## src/design/lbs_pkg.sv

```systemverilog
// ----------------------------------------------------------------------------
// lbs_pkg: shared types and constants of the skinning engine
// Beat layouts, the internal command, configuration and sequencer codes.
// ----------------------------------------------------------------------------
package lbs_pkg;

  localparam int ELEMS_PER_BONE = 12;

  // Sequencer counts: twelve palette reads, then the pipeline drains.
  localparam logic [4:0] ISSUE_LAST = 5'd11;
  localparam logic [4:0] RUN_LAST   = 5'd15;

  localparam logic [16:0] WEIGHT_ONE = 17'd65536;

  localparam logic CFG_SKINNING_ENABLE = 1'b0;
  localparam logic CFG_NORMALS_PRESENT = 1'b1;

  typedef struct packed {
    logic               mode;
    logic [5:0]         bone_index;
    logic [3:0]         element_index;
    logic signed [31:0] matrix_value;
    logic signed [31:0] pos_x;
    logic signed [31:0] pos_y;
    logic signed [31:0] pos_z;
    logic signed [31:0] norm_x;
    logic signed [31:0] norm_y;
    logic signed [31:0] norm_z;
    logic [16:0]        weight;
    logic               last_influence;
  } lbs_in_t;

  typedef struct packed {
    logic signed [31:0] out_pos_x;
    logic signed [31:0] out_pos_y;
    logic signed [31:0] out_pos_z;
    logic signed [31:0] out_norm_x;
    logic signed [31:0] out_norm_y;
    logic signed [31:0] out_norm_z;
  } lbs_out_t;

  typedef enum logic {
    CMD_WRITE,
    CMD_INFL
  } lbs_kind_t;

  typedef struct packed {
    lbs_kind_t          kind;
    logic               ignore;
    logic               zero_mat;
    logic [5:0]         bone;
    logic [3:0]         elem;
    logic signed [31:0] value;
    logic signed [31:0] pos_x;
    logic signed [31:0] pos_y;
    logic signed [31:0] pos_z;
    logic signed [31:0] norm_x;
    logic signed [31:0] norm_y;
    logic signed [31:0] norm_z;
    logic [16:0]        weight;
    logic               last;
  } lbs_cmd_t;

  typedef struct packed {
    logic skin_en;
    logic norm_en;
  } lbs_cfg_t;

  typedef enum logic [1:0] {
    ST_IDLE,
    ST_RUN,
    ST_EMIT
  } lbs_state_t;

  function automatic logic signed [31:0] sat32(input logic signed [63:0] v);
    if (v > 64'sd2147483647) begin
      return 32'sh7fffffff;
    end else if (v < -64'sd2147483648) begin
      return 32'sh80000000;
    end
    return v[31:0];
  endfunction

  function automatic logic signed [47:0] sat48(input logic signed [63:0] v);
    if (v > 64'sh00007fffffffffff) begin
      return 48'sh7fffffffffff;
    end else if (v < -64'sh0000800000000000) begin
      return 48'sh800000000000;
    end
    return v[47:0];
  endfunction

endpackage

```

## src/design/lbs_queue.sv

```systemverilog
// ----------------------------------------------------------------------------
// lbs_queue: two-entry command queue
// Decouples the input side from the palette and arithmetic sequencer.
// ----------------------------------------------------------------------------
module lbs_queue (
  input  logic              clk,
  input  logic              rst,
  input  logic              push,
  input  lbs_pkg::lbs_cmd_t push_data,
  output logic              full,
  input  logic              pop,
  output logic              not_empty,
  output lbs_pkg::lbs_cmd_t pop_data
);
  import lbs_pkg::*;

  lbs_cmd_t   slots [2];
  logic       wr_ptr;
  logic       rd_ptr;
  logic [1:0] count;

  assign full      = (count == 2'd2);
  assign not_empty = (count != 2'd0);
  assign pop_data  = slots[rd_ptr];

  always_ff @(posedge clk) begin
    if (push) begin
      slots[wr_ptr] <= push_data;
    end
  end

  always_ff @(posedge clk) begin
    if (rst) begin
      wr_ptr <= 1'b0;
      rd_ptr <= 1'b0;
      count  <= 2'd0;
    end else begin
      if (push) begin
        wr_ptr <= !wr_ptr;
      end
      if (pop) begin
        rd_ptr <= !rd_ptr;
      end
      count <= count + 2'(push) - 2'(pop);
    end
  end

endmodule

```

## config.mk

```make
export PLATFORM = sky130hd
export DESIGN_NAME = lbs_queue
export DESIGN_NICKNAME = d
export VERILOG_FILES = /design/src/design/lbs_pkg.sv /design/src/design/lbs_queue.sv
export SDC_FILE = /design/constraint.sdc
export NUM_CORES = 1
export LEC_CHECK = 0
export BUFFER_PORTS_ARGS = -buffer_cell sky130_fd_sc_hd__buf_2
export CORE_ASPECT_RATIO = 0.8
export CORE_MARGIN = 4
export CORE_UTILIZATION = 25
export CTS_CLUSTER_DIAMETER = 40
export DETAILED_ROUTE_END_ITERATION = 8
export PLACE_DENSITY = 0.5
export SETUP_SLACK_MARGIN = 0.15
export SLEW_MARGIN = 20
export SYNTH_ARGS = -nofsm -noshare
export SYNTH_HDL_FRONTEND = slang
export SYNTH_SLANG_ARGS = --single-unit
```

## constraint.sdc

```tcl
create_clock -name clk -period 29.8 [get_ports clk]
set_input_delay 1.49 -clock clk [delete_from_list [all_inputs] [get_ports clk]]
set_output_delay 1.49 -clock clk [all_outputs]
set_load 0.01 [all_outputs]
```

==> flow_summary.toml <==
[status]
status = "finished clean"

[flow_run]
maxCapViolCount = 0

[drt]
first_pass_iters = 4
drc = 0
vias = 9635
wl_mm = 43.3
wl_per_cell_microns = 17.7
drt_iter0_markers = 583
viasPerCell = 3.93
antenna_left = 0

[clocking]
root_buffer = "clkbuf_16"
htree_num_levels = 3
cts.sinks = 515
post_cts_resized = 0
hold_buffers = 0
cts_tree = "built"
clk_transition_reported_paths_ns = 0.06
cts_setup_buffers = 0
clk_latency_ns = 0.58
cts_buffer_depth = 3
cts_buffers = 73

[critical_path]
arrival_ns = 3.72
cp_max_fo = 63
cp-start-kind = "flop"
rr_endpoint = "slots[0][172]"
r2r_setup_slack_ns = 26.49
crit_path_end_kind = "primary output"
reg2reg_depth = 4
crit_type = "flop to primary output"
r2r_start = "wr_ptr"
crit_required_ns = 28.31

[global_route]
gr-total-overflow = 0
grt_pass1_vias = 10500
grt_pass1_wl_mm = 62.8
grt_max_degree = 72
antenna_found_initial = 7
track_usage_pct = 10.4

[timing]
setup_viol = 0
worst_pin_slew_ns = 0.977
finalSetupTns_ns = 0
drv_slew = 0
max_freq_mhz = 192
hold_violations = 0
skew_ns = 0.0151
finalCritPeriodShare_pct = 17.5
hold_slack_ns = 0.527
rsz0062_at_grt = "false"
fin_crit_ns = 5.21
relSlewSlack_pct = 34.9

[layout]
syn2layout_area_growth_pct = 32.2
final_nets = 1648
drive_gt1_share_pct = 62.4
final_util_pct = 33.5
final_area_sq_um = 24800

[yosys]
synth_cell_type_count = 13
avgSynthCellArea_sq_um = 23.1
syn_area_sq_um = 18800
ys_warn_count = 0
syn_inst = 814
yosysSeqAreaShare_pct = 82.1
ys_seq_elements = 515
syn_nets = 1075

[power]
power_density_nw_per_um2 = 76.3
ir_drop_mv = 0.0552
p_leak_nw = 9.13

[placed_design]
gp_congestion = 0.825
port_buffers = 515
placed_cell_area_sq_um = 22300
dp_hpwl_mm = 29.8

[floorplanning]
dieArea_sq_um = 79600
die_h_microns = 253
top_level_ports = 516
row_count = 89
start_util_pct = 25.4
die-width_microns = 314
fp.coreArea_sq_um = 74100

[min_path]
holdPathEnd = "rd_ptr"
worstHoldStart = "rd_ptr"
worstHoldPathType = "flop to flop"
min_path_cells = 2
## routing by layer
layer  up-vias  GRT usage (%)  share of wire, %
met5         -              0             0.090
met4         8           3.74               2.3
met3        80           5.03                10
met2       341           17.3                49
met1      4767           11.7                38
li1       4439              -                 -
## placed cells by master (no fill, tap or decap), types with 2 or more instances in the layout
cell type   netlist  final
inv_6             0      9
buf_2             0    515
buf_4             0     11
clkbuf_1          0     10
edfxtp_1        510    510
clkbuf_16         0     74
clkinv_4          0      6
dfxtp_1           5      4
clkinv_1          0      7
clkinvlp_4        0      5
bufinv_16         0     10
clkinv_2          0      8
xnor2_1           2      2
mux2_2          255    255
nor2_1            4      4
inv_1             2      2
nor2b_1           3      2
clkinv_8          0      3
diode_2           0      4
ha_1              2      2
## power by group
group / switching (mW) / total [mW] / internal, mW
clock: 0.314 / 0.862 / 0.548
sequential: 0.0129 / 0.861 / 0.848
combinational: 0.0937 / 0.172 / 0.0787
## registers in the layout, indices dropped and copies added (netlist names), named ones only
register,flops
slots,510
count,2
rd_ptr,1
wr_ptr,1
## kinds of logic (layout without fill, tap and decap cells)
logic type	Yosys count	count (layout)	share of synthesized area [%]
fa+ha+maj	2	2	0.133
flops	515	515	82.1
buf+inv	30	661	2.01
other cells	0	4	0
mux	255	255	15.3
xor+xnor	3	3	0.213
simple gates	9	9	0.247
## metrics by stage
step / total power, mW / instances / worst slack (ns)
after floorplan: 0.987 / 814 / 16.43
after global placement: 1.05 / 2313 / 25.11
after detailed placement: 1.05 / 2313 / 25.09
after CTS: 1.93 / 2446 / 24.43
after global routing: 1.98 / 2447 / 24.32
final: 1.90 / 2450 / 24.59
## cell usage after synthesis
cell        n  area [sq um]
and2_1      1          6.26
or2_2       1          6.26
xnor2_1     2          17.5
nor2_1      4          15.0
nor2b_1     3          18.8
buf_6       6          67.6
edfxtp_1  510         15300
inv_1       2          7.51
mux2_2    255          2870
clkbuf_8   22           303
dfxtp_1     5           100
xnor3_1     1          22.5
ha_1        2          25.0
## worst max-delay path, cell delays in order (launching register included)
cell	delay, ns
dfxtp_4	0.87
buf_4	0.77
buf_4	0.74
mux2_2	0.43
buf_2	0.14
## worst max-delay path by stage
stage | startpoint | slack, ns | cells past startpoint | endpoint
after CTS | flop | 24.43 | 4 | pop_data[170]
after global placement | push | 25.11 | 5 | slots[0][12]
final | flop | 24.59 | 4 | pop_data[170]
after floorplan | push | 16.43 | 1 | slots[0][0]
after global routing | flop | 24.32 | 4 | pop_data[170]
after detailed placement | flop | 25.09 | 4 | pop_data[176]
## cell type report
type                    instances  area, sq um
diodes                          4         10.0
clock buffers                  84         1890
clock inverters                49          596
fillers                      7174        49200
inverters                       2         7.51
multi-input cells             269         2990
flip-flops and latches        515        15400
well taps                    1001         1250
repair buffers                526         2660
No activity file was read; power rests on OpenSTA's default activity.
