<file path="src/design/lbs_pkg.sv">
// ----------------------------------------------------------------------------
// lbs_pkg: shared types and constants of the skinning engine
// Beat layouts, the internal command, configuration and sequencer codes.
// ----------------------------------------------------------------------------
package lbs_pkg;

  localparam int ELEMS_PER_BONE = 12;

  // Sequencer counts: twelve palette reads, then the pipeline drains.
  localparam logic [4:0] ISSUE_LAST = 5'd11;
  localparam logic [4:0] RUN_LAST   = 5'd15;

  localparam logic [16:0] WEIGHT_ONE = 17'd65536;

  localparam logic CFG_SKINNING_ENABLE = 1'b0;
  localparam logic CFG_NORMALS_PRESENT = 1'b1;

  typedef struct packed {
    logic               mode;
    logic [5:0]         bone_index;
    logic [3:0]         element_index;
    logic signed [31:0] matrix_value;
    logic signed [31:0] pos_x;
    logic signed [31:0] pos_y;
    logic signed [31:0] pos_z;
    logic signed [31:0] norm_x;
    logic signed [31:0] norm_y;
    logic signed [31:0] norm_z;
    logic [16:0]        weight;
    logic               last_influence;
  } lbs_in_t;

  typedef struct packed {
    logic signed [31:0] out_pos_x;
    logic signed [31:0] out_pos_y;
    logic signed [31:0] out_pos_z;
    logic signed [31:0] out_norm_x;
    logic signed [31:0] out_norm_y;
    logic signed [31:0] out_norm_z;
  } lbs_out_t;

  typedef enum logic {
    CMD_WRITE,
    CMD_INFL
  } lbs_kind_t;

  typedef struct packed {
    lbs_kind_t          kind;
    logic               ignore;
    logic               zero_mat;
    logic [5:0]         bone;
    logic [3:0]         elem;
    logic signed [31:0] value;
    logic signed [31:0] pos_x;
    logic signed [31:0] pos_y;
    logic signed [31:0] pos_z;
    logic signed [31:0] norm_x;
    logic signed [31:0] norm_y;
    logic signed [31:0] norm_z;
    logic [16:0]        weight;
    logic               last;
  } lbs_cmd_t;

  typedef struct packed {
    logic skin_en;
    logic norm_en;
  } lbs_cfg_t;

  typedef enum logic [1:0] {
    ST_IDLE,
    ST_RUN,
    ST_EMIT
  } lbs_state_t;

  function automatic logic signed [31:0] sat32(input logic signed [63:0] v);
    if (v > 64'sd2147483647) begin
      return 32'sh7fffffff;
    end else if (v < -64'sd2147483648) begin
      return 32'sh80000000;
    end
    return v[31:0];
  endfunction

  function automatic logic signed [47:0] sat48(input logic signed [63:0] v);
    if (v > 64'sh00007fffffffffff) begin
      return 48'sh7fffffffffff;
    end else if (v < -64'sh0000800000000000) begin
      return 48'sh800000000000;
    end
    return v[47:0];
  endfunction

endpackage

</file>
<file path="src/design/lbs_front.sv">
// ----------------------------------------------------------------------------
// lbs_front: input classification
// Turns an input beat into a command: clamps the weight and flags palette
// writes to drop and influences whose bone lies outside the palette.
// ----------------------------------------------------------------------------
module lbs_front #(
  parameter int MAX_BONES = 64
) (
  input  lbs_pkg::lbs_in_t  in_data,
  output lbs_pkg::lbs_cmd_t cmd
);
  import lbs_pkg::*;

  logic bone_ok;
  logic elem_ok;

  assign bone_ok = (32'(in_data.bone_index) < 32'(MAX_BONES));
  assign elem_ok = (32'(in_data.element_index) < 32'(ELEMS_PER_BONE));

  always_comb begin
    cmd.kind     = in_data.mode ? CMD_INFL : CMD_WRITE;
    cmd.ignore   = !(bone_ok && elem_ok);
    cmd.zero_mat = !bone_ok;
    cmd.bone     = in_data.bone_index;
    cmd.elem     = in_data.element_index;
    cmd.value    = in_data.matrix_value;
    cmd.pos_x    = in_data.pos_x;
    cmd.pos_y    = in_data.pos_y;
    cmd.pos_z    = in_data.pos_z;
    cmd.norm_x   = in_data.norm_x;
    cmd.norm_y   = in_data.norm_y;
    cmd.norm_z   = in_data.norm_z;
    cmd.weight   = (in_data.weight > WEIGHT_ONE) ? WEIGHT_ONE : in_data.weight;
    cmd.last     = in_data.last_influence;
  end

endmodule

</file>
<file path="config.mk">
export PLATFORM = sky130hd
export DESIGN_NAME = lbs_front
export DESIGN_NICKNAME = d
export VERILOG_FILES = /design/src/design/lbs_pkg.sv /design/src/design/lbs_front.sv
export SDC_FILE = /design/constraint.sdc
export NUM_CORES = 1
export LEC_CHECK = 0
export BUFFER_PORTS_ARGS = -buffer_cell sky130_fd_sc_hd__buf_4
export CAP_MARGIN = 15
export CORE_AREA = 2 2 195 197
export DETAILED_ROUTE_END_ITERATION = 8
export DIE_AREA = 0 0 197 199
export PLACE_DENSITY = 0.37
export SYNTH_ARGS = -nofsm -noshare
export SYNTH_HDL_FRONTEND = slang
export SYNTH_SLANG_ARGS = --single-unit
</file>
<file path="constraint.sdc">
create_clock -name vclk -period 0.8
set_input_delay 0.08 -clock vclk [all_inputs]
set_output_delay 0.08 -clock vclk [all_outputs]
set_load 0.02 [all_outputs]
</file>
==> insert_results.sql, run 1 <==
INSERT INTO impl_metrics (metric_group, metric, value, unit) VALUES
('synthesis', 'cell_area_after_synthesis', '1990', 'um^2'),
('worst_setup_path', 'max_stage_delay_cell_worst_path', 'nor4_4', ''),
('global_route', 'first_pass_grt_wire_length', '10.1', 'mm'),
('timing', 'setup_viol', '10', ''),
('global_route', 'grt_pass1_vias', '918', ''),
('final_layout', 'final_nets', '333', ''),
('detailed_routing', 'wire_length_per_cell_after_detailed_routing', '16.8', 'um'),
('hold_path', 'hold_class', 'in -> out', ''),
('detailed_routing', 'number_of_design_rule_violations_left_by_the_first_detailed_router_iteration', '14', ''),
('floorplan', 'floorplan.die.height', '199', 'um'),
('global_route', 'antenna_found_initial', '3', ''),
('synthesis', 'yosys.area.top_type_share', '0.892', ''),
('placement', 'detailed_place.area', '1250', 'um^2'),
('timing', 'hold_ws', '0.160', 'ns'),
('hold_path', 'whs_endpoint', 'cmd[191]', ''),
('synthesis', 'yosysTopAreaCell', 'buf_4', ''),
('floorplan', 'floorplan.initialDensity', '0.0537', ''),
('timing', 'post-route-period-util', '1.50', ''),
('final_layout', 'n_clock_buffer', '0', ''),
('synthesis', 'nets_in_the_synthesized_netlist', '515', ''),
('floorplan', 'placementRows', '71', ''),
('detailed_routing', 'via_count', '832', ''),
('synthesis', 'synth.most_common_cell', 'buf_4', ''),
('synthesis', 'post_synth_cell_types', '10', ''),
('synthesis', 'ys_warn_count', '0', ''),
('final_layout', 'layout.cell_area.non_filler', '1320', 'um^2'),
('floorplan', 'dieArea', '39200', 'um^2'),
('final_layout', 'fill_cells', '4434', ''),
('worst_setup_path', 'worst-path-max-fanout', '9', ''),
('placement', 'portBuffers', '39', ''),
('final_layout', 'area_growth_from_synthesis_to_final_layout', '-34.1', '%'),
('worst_setup_path', 'timing.critical_path.from_type', 'primary input', ''),
('worst_setup_path', 'cp.required', '0.72', 'ns'),
('detailed_routing', 'drt_drc_violations_left', '0', ''),
('placement', 'dpl.cell_count', '550', ''),
('hold_path', 'whs_path_depth', '0', ''),
('synthesis', 'post_synth_main_area_contributors', 'buf_4 89%, nor2b_1 4.7%, nor4_4 2.1%', ''),
('global_route', 'grt_overflow_total', '0', ''),
('detailed_routing', 'via_per_inst', '1.50', ''),
('timing', 'grt_setup_unrepaired', 'true', ''),
('timing', 'min_period', '1.20', 'ns'),
('floorplan', 'io_pins', '508', ''),
('worst_setup_path', 'worst_path_largest_cell_delay', '0.33', 'ns'),
('final_layout', 'layout.sequential_cells', '0', ''),
('run_status', 'violations', 'negative setup slack', ''),
('job', 'cap_viol_max_count', '0', ''),
('floorplan', 'die_width', '197', 'um'),
('final_layout', 'final_cell_count_no_fill', '553', ''),
('power_and_ir_drop', 'power.ir.vdd_worst', '0.133', 'mV'),
('timing', 'postLayoutSetupSlackWorst', '-0.404', 'ns'),
('run_status', 'status', 'finished with violations', ''),
('worst_setup_path', 'cells_along_the_critical_path', 'buf_8, nor4_4, a41oi_4, buf_12, nor2b_2, buf_4', ''),
('final_layout', 'fraction_of_final_layout_cells_with_drive_strength_greater_than_1', '0.885', ''),
('power_and_ir_drop', 'static-leakage-power', '0.357', 'nW'),
('synthesis', 'number_of_instances_in_the_synthesized_netlist', '262', ''),
('timing', 'max_freq', '831', 'MHz'),
('timing', 'finalMaxSlewViolations', '0', ''),
('placement', 'gp_congestion', '0.574', ''),
('synthesis', 'seq_area_frac_synth', '0', ''),
('final_layout', 'final_core_util', '0.0354', ''),
('synthesis', 'post_synth_top_cells', '237 x buf_4, 15 x nor2b_1, 2 x nor4_2, 2 x nor4_4', ''),
('detailed_routing', 'drt_wl_total', '9.28', 'mm'),
('worst_setup_path', 'crit_path_end_kind', 'output pin', ''),
('global_route', 'track_usage', '0.0418', ''),
('timing', 'timing.final.hold_violations', '0', ''),
('power_and_ir_drop', 'pwr_density_cell', '345', 'nW/um^2'),
('global_route', 'grt_start_max_net_pins', '10', ''),
('worst_setup_path', 'critical_path_class', 'in -> out', ''),
('final_layout', 'seqCellArea', '0', 'um^2'),
('timing', 'finalSetupTns', '-3.94', 'ns'),
('hold_path', 'worstHoldStart', 'in_data[191]', ''),
('detailed_routing', 'detail_route.first_pass.iterations', '2', ''),
('synthesis', 'syn_avg_cell_area', '7.61', 'um^2'),
('detailed_routing', 'antenna_violating_nets_post_route', '0', ''),
('worst_setup_path', 'timing.critical_path.arrival', '1.12', 'ns'),
('floorplan', 'core_area', '37100', 'um^2');
==> layout make-up <==
cell class	count	area, um^2	area share
inverters	1	3.75	0.00285
repair buffers	54	463	0.352
multi-input cells	23	253	0.192
diodes	1	2.50	0.00190
well taps	474	593	0.451
==> worst max-delay path, delay by kind of cell <==
kind                   cells  cell delay [ns]
AOI/OAI and AO/OA          1             0.18
buffers and inverters      3             0.43
and+or+nand+nor            2             0.43
==> worst max-delay path by stage <==
stage           startpoint       to
3_5_place_dp   in_data[11]   cmd[9]
4_1_cts        in_data[11]   cmd[9]
6_report       in_data[11]   cmd[9]
5_1_grt        in_data[14]  cmd[11]
2_1_floorplan  in_data[14]  cmd[11]
3_3_place_gp   in_data[11]   cmd[9]
==> timing repair <==
action,CTS,global route
setup endpoints to repair,10,10
hold buffers,0,0
resized for setup,10,2
pin swaps,0,1
buffers inserted,1,1
==> cells by family (layout without fill, tap and decap cells) <==
| logic type | count (synthesis) | in the layout | share of synthesized area |
|---|---|---|---|
| buffers and inverters | 239 | 55 | 0.896 |
| AO/OA/AOI/OAI | 1 | 1 | 0.0138 |
| other | 1 | 2 | 0.00188 |
| AND/OR/NAND/NOR | 21 | 21 | 0.0885 |
==> layout by cell type (no fill, tap or decap) <==
master    n
a41oi_4   1
and2_1    1
buf_12    1
buf_4    43
buf_6     8
buf_8     2
conb_1    1
diode_2   1
inv_1     1
nor2b_1   6
nor2b_2   9
nor2b_4   1
nor4_4    4
==> routing by layer <==
metal	share of wire	vias up	wire, um	global-route usage
li1	-	191	-	-
met1	0.11	257	1060	0.0134
met4	0.12	2	1120	0.0485
met5	0.0014	-	13	0
met3	0.30	122	2830	0.0543
met2	0.46	260	4250	0.0699
==> power by group <==
group          switching, mW    total, mW  internal, mW
Clock                      0  0.000000168   0.000000168
Combinational          0.213        0.454         0.241
Sequential                 0            0             0
==> metrics by stage <==
stage | power [mW] | setup WS [ns]
6_report | 0.454 | -0.404
2_1_floorplan | 1.87 | -0.222
5_1_grt | 0.475 | -0.441
3_3_place_gp | 0.434 | -0.437
3_5_place_dp | 0.432 | -0.453
4_1_cts | 0.455 | -0.421
Power figures use the tool's default switching activity.
==> inputs of run 2 (changes only) <==
--- a/config.mk
+++ b/config.mk
@@ -10,6 +10,7 @@
 export CORE_AREA = 2 2 195 197
 export DETAILED_ROUTE_END_ITERATION = 8
 export DIE_AREA = 0 0 197 199
+export GPL_TIMING_DRIVEN = 0
 export PLACE_DENSITY = 0.37
 export SYNTH_ARGS = -nofsm -noshare
 export SYNTH_HDL_FRONTEND = slang
==> run 2 against run 1 <==
Compared with the run above: the flow still finishes with violations (negative setup slack); fmax shrank 0.32%; design area grew to 3.7 times the previous value; critical path type unchanged; count of clock-buffer cells in the layout is the same; power grew to 7.0 times the previous value; worst setup slack lost 0.0038 ns; largest cell class is now buffers; hold slack gained 0.20 ns; first-iteration DRC count grew 120%; die area is the same; highest routed layer unchanged; utilization grew 9.4 points.
==> insert_results.sql, run 2 (synthesis results as in run 1) <==
INSERT INTO impl_metrics (metric_group, metric, value, unit) VALUES
('run_status', 'status', 'finished with violations', ''),
('run_status', 'violations', 'negative setup slack', ''),
('final_layout', 'fraction_of_final_layout_cells_with_drive_strength_greater_than_1', '0.982', ''),
('floorplan', 'floorplan.initialDensity', '0.0537', ''),
('worst_setup_path', 'timing.critical_path.from_type', 'primary input', ''),
('global_route', 'antenna_found_initial', '2', ''),
('detailed_routing', 'drt_wl_total', '12.5', 'mm'),
('detailed_routing', 'via_count', '2466', ''),
('job', 'cap_viol_max_count', '0', ''),
('global_route', 'grt_start_max_net_pins', '9', ''),
('power_and_ir_drop', 'power_switching', '1.48', 'mW'),
('final_layout', 'n_clock_buffer', '0', ''),
('placement', 'portBuffers', '273', ''),
('power_and_ir_drop', 'power.ir.vdd_worst', '0.219', 'mV'),
('worst_setup_path', 'timing.critical_path.arrival', '1.13', 'ns'),
('hold_path', 'hold_class', 'in -> out', ''),
('floorplan', 'dieArea', '39200', 'um^2'),
('worst_setup_path', 'crit_path_end_kind', 'output pin', ''),
('timing', 'min_period', '1.21', 'ns'),
('detailed_routing', 'detail_route.first_pass.iterations', '3', ''),
('floorplan', 'floorplan.die.height', '199', 'um'),
('worst_setup_path', 'cp-startpoint', 'in_data[10]', ''),
('floorplan', 'die_width', '197', 'um'),
('detailed_routing', 'wire_length_per_cell_after_detailed_routing', '12.3', 'um'),
('timing', 'finalMaxSlewViolations', '0', ''),
('timing', 'post-route-period-util', '1.51', ''),
('detailed_routing', 'antenna_violating_nets_post_route', '0', ''),
('power_and_ir_drop', 'seqPwrFrac', '0', ''),
('global_route', 'grt_overflow_total', '0', ''),
('detailed_routing', 'via_per_inst', '2.42', ''),
('placement', 'dp_worst_setup_slack', '-0.533', 'ns'),
('power_and_ir_drop', 'switching_share', '0.467', ''),
('timing', 'postLayoutSetupSlackWorst', '-0.408', 'ns'),
('timing', 'grt_setup_unrepaired', 'true', ''),
('global_route', 'grt_pass1_vias', '2243', ''),
('timing', 'setup_viol', '10', ''),
('final_layout', 'final_core_util', '0.130', ''),
('floorplan', 'placementRows', '71', ''),
('final_layout', 'layout.sequential_cells', '0', ''),
('timing', 'max_freq', '828', 'MHz'),
('worst_setup_path', 'crit_end', 'cmd[9]', ''),
('final_layout', 'layout_commonest_cell', 'buf_4', ''),
('global_route', 'track_usage', '0.0515', ''),
('worst_setup_path', 'worst-path-max-fanout', '5', ''),
('worst_setup_path', 'critical_path_class', 'in -> out', ''),
('power_and_ir_drop', 'pwr_density_cell', '656', 'nW/um^2'),
('power_and_ir_drop', 'power.share.combinational', '1.000', ''),
('final_layout', 'area_growth_from_synthesis_to_final_layout', '142', '%'),
('detailed_routing', 'drt_drc_violations_left', '0', ''),
('timing', 'finalSetupTns', '-3.85', 'ns'),
('placement', 'gp_congestion', '0.831', ''),
('final_layout', 'seqCellArea', '0', 'um^2'),
('detailed_routing', 'number_of_design_rule_violations_left_by_the_first_detailed_router_iteration', '31', ''),
('timing', 'timing.final.hold_violations', '0', ''),
('power_and_ir_drop', 'p_int', '1.68', 'mW'),
('worst_setup_path', 'cp.required', '0.72', 'ns'),
('power_and_ir_drop', 'power.share.clock', '0', ''),
('power_and_ir_drop', 'static-leakage-power', '2.59', 'nW'),
('final_layout', 'most-common-layout-cells', '502 x buf_4, 11 x buf_6, 9 x nor2b_2', ''),
('final_layout', 'final_nets', '797', ''),
('floorplan', 'io_pins', '508', ''),
('floorplan', 'core_area', '37100', 'um^2'),
('global_route', 'first_pass_grt_wire_length', '14.4', 'mm'),
('placement', 'detailedPlacementHpwl', '11.8', 'mm');
run 2: cell types whose count changed in the layout (fill, tap and decap cells not counted):
cell and delta:
a41oi_4 +1, clkbuf_1 +1, buf_12 -1, buf_8 +1
buf_4 +459, buf_6 +3
run 2: area by class of cell:
type                            instances  area [um^2]
Antenna cell                            1         2.50
Buffer                                238         1780
Fill cell                            4244        32300
Inverter                                1         3.75
Multi-Input combinational cell         24          280
Tap cell                              474          593
Timing Repair Buffer                  279         2160
run 2: critical path: stages:
cell and delay (ns):
buf_8 0.10, nor4_4 0.25, buf_4 0.18, a41oi_4 0.19
nor2b_2 0.18, buf_6 0.13
run 2: through the flow:
stage               cells  total power, mW  cell area, um^2  hold WS [ns]
floorplan             262             1.87             2040         0.238
global placement     1009             3.15             4680         0.358
detailed placement   1009             3.14             4680         0.357
CTS                  1015             3.19             4790         0.358
global route         1016             3.30             4820         0.359
finish               1017             3.16             4820         0.357
run 2: timing repair:
action,in CTS,in global routing
gates resized for setup,12,6
pin swaps,6,3
setup endpoints to repair,10,10
hold buffers,0,0
cloned,1,0
hold endpoints to repair,0,0
setup buffers,5,1
run 2: power groups by stage:
stage / logic [mW] / registers, mW / clock network (mW)
global route: 3.30 / 0 / 0
detailed placement: 3.14 / 0 / 0
floorplan: 1.87 / 0 / 0
CTS: 3.19 / 0 / 0
finish: 3.16 / 0 / 0.000000168
global placement: 3.15 / 0 / 0
run 2: how the worst min path moves through the flow:
stage | from | end | slack (ns) | depth (start not counted)
2_1_floorplan | in_data[17] | cmd[10] | 0.24 | 1
3_3_place_gp | in_data[24] | cmd[24] | 0.36 | 2
3_5_place_dp | in_data[90] | cmd[90] | 0.36 | 2
4_1_cts | in_data[31] | cmd[31] | 0.36 | 2
5_1_grt | in_data[181] | cmd[181] | 0.36 | 2
6_report | in_data[189] | cmd[189] | 0.36 | 2
run 2: routing by layer:
metal | vias to the layer above | share of wire | global-route usage
met4 | 2 | 0.0071 | 0.00390
met5 | - | 0.00096 | 0
li1 | 1124 | - | -
met3 | 6 | 0.12 | 0.0159
met2 | 278 | 0.58 | 0.115
met1 | 1056 | 0.28 | 0.0446
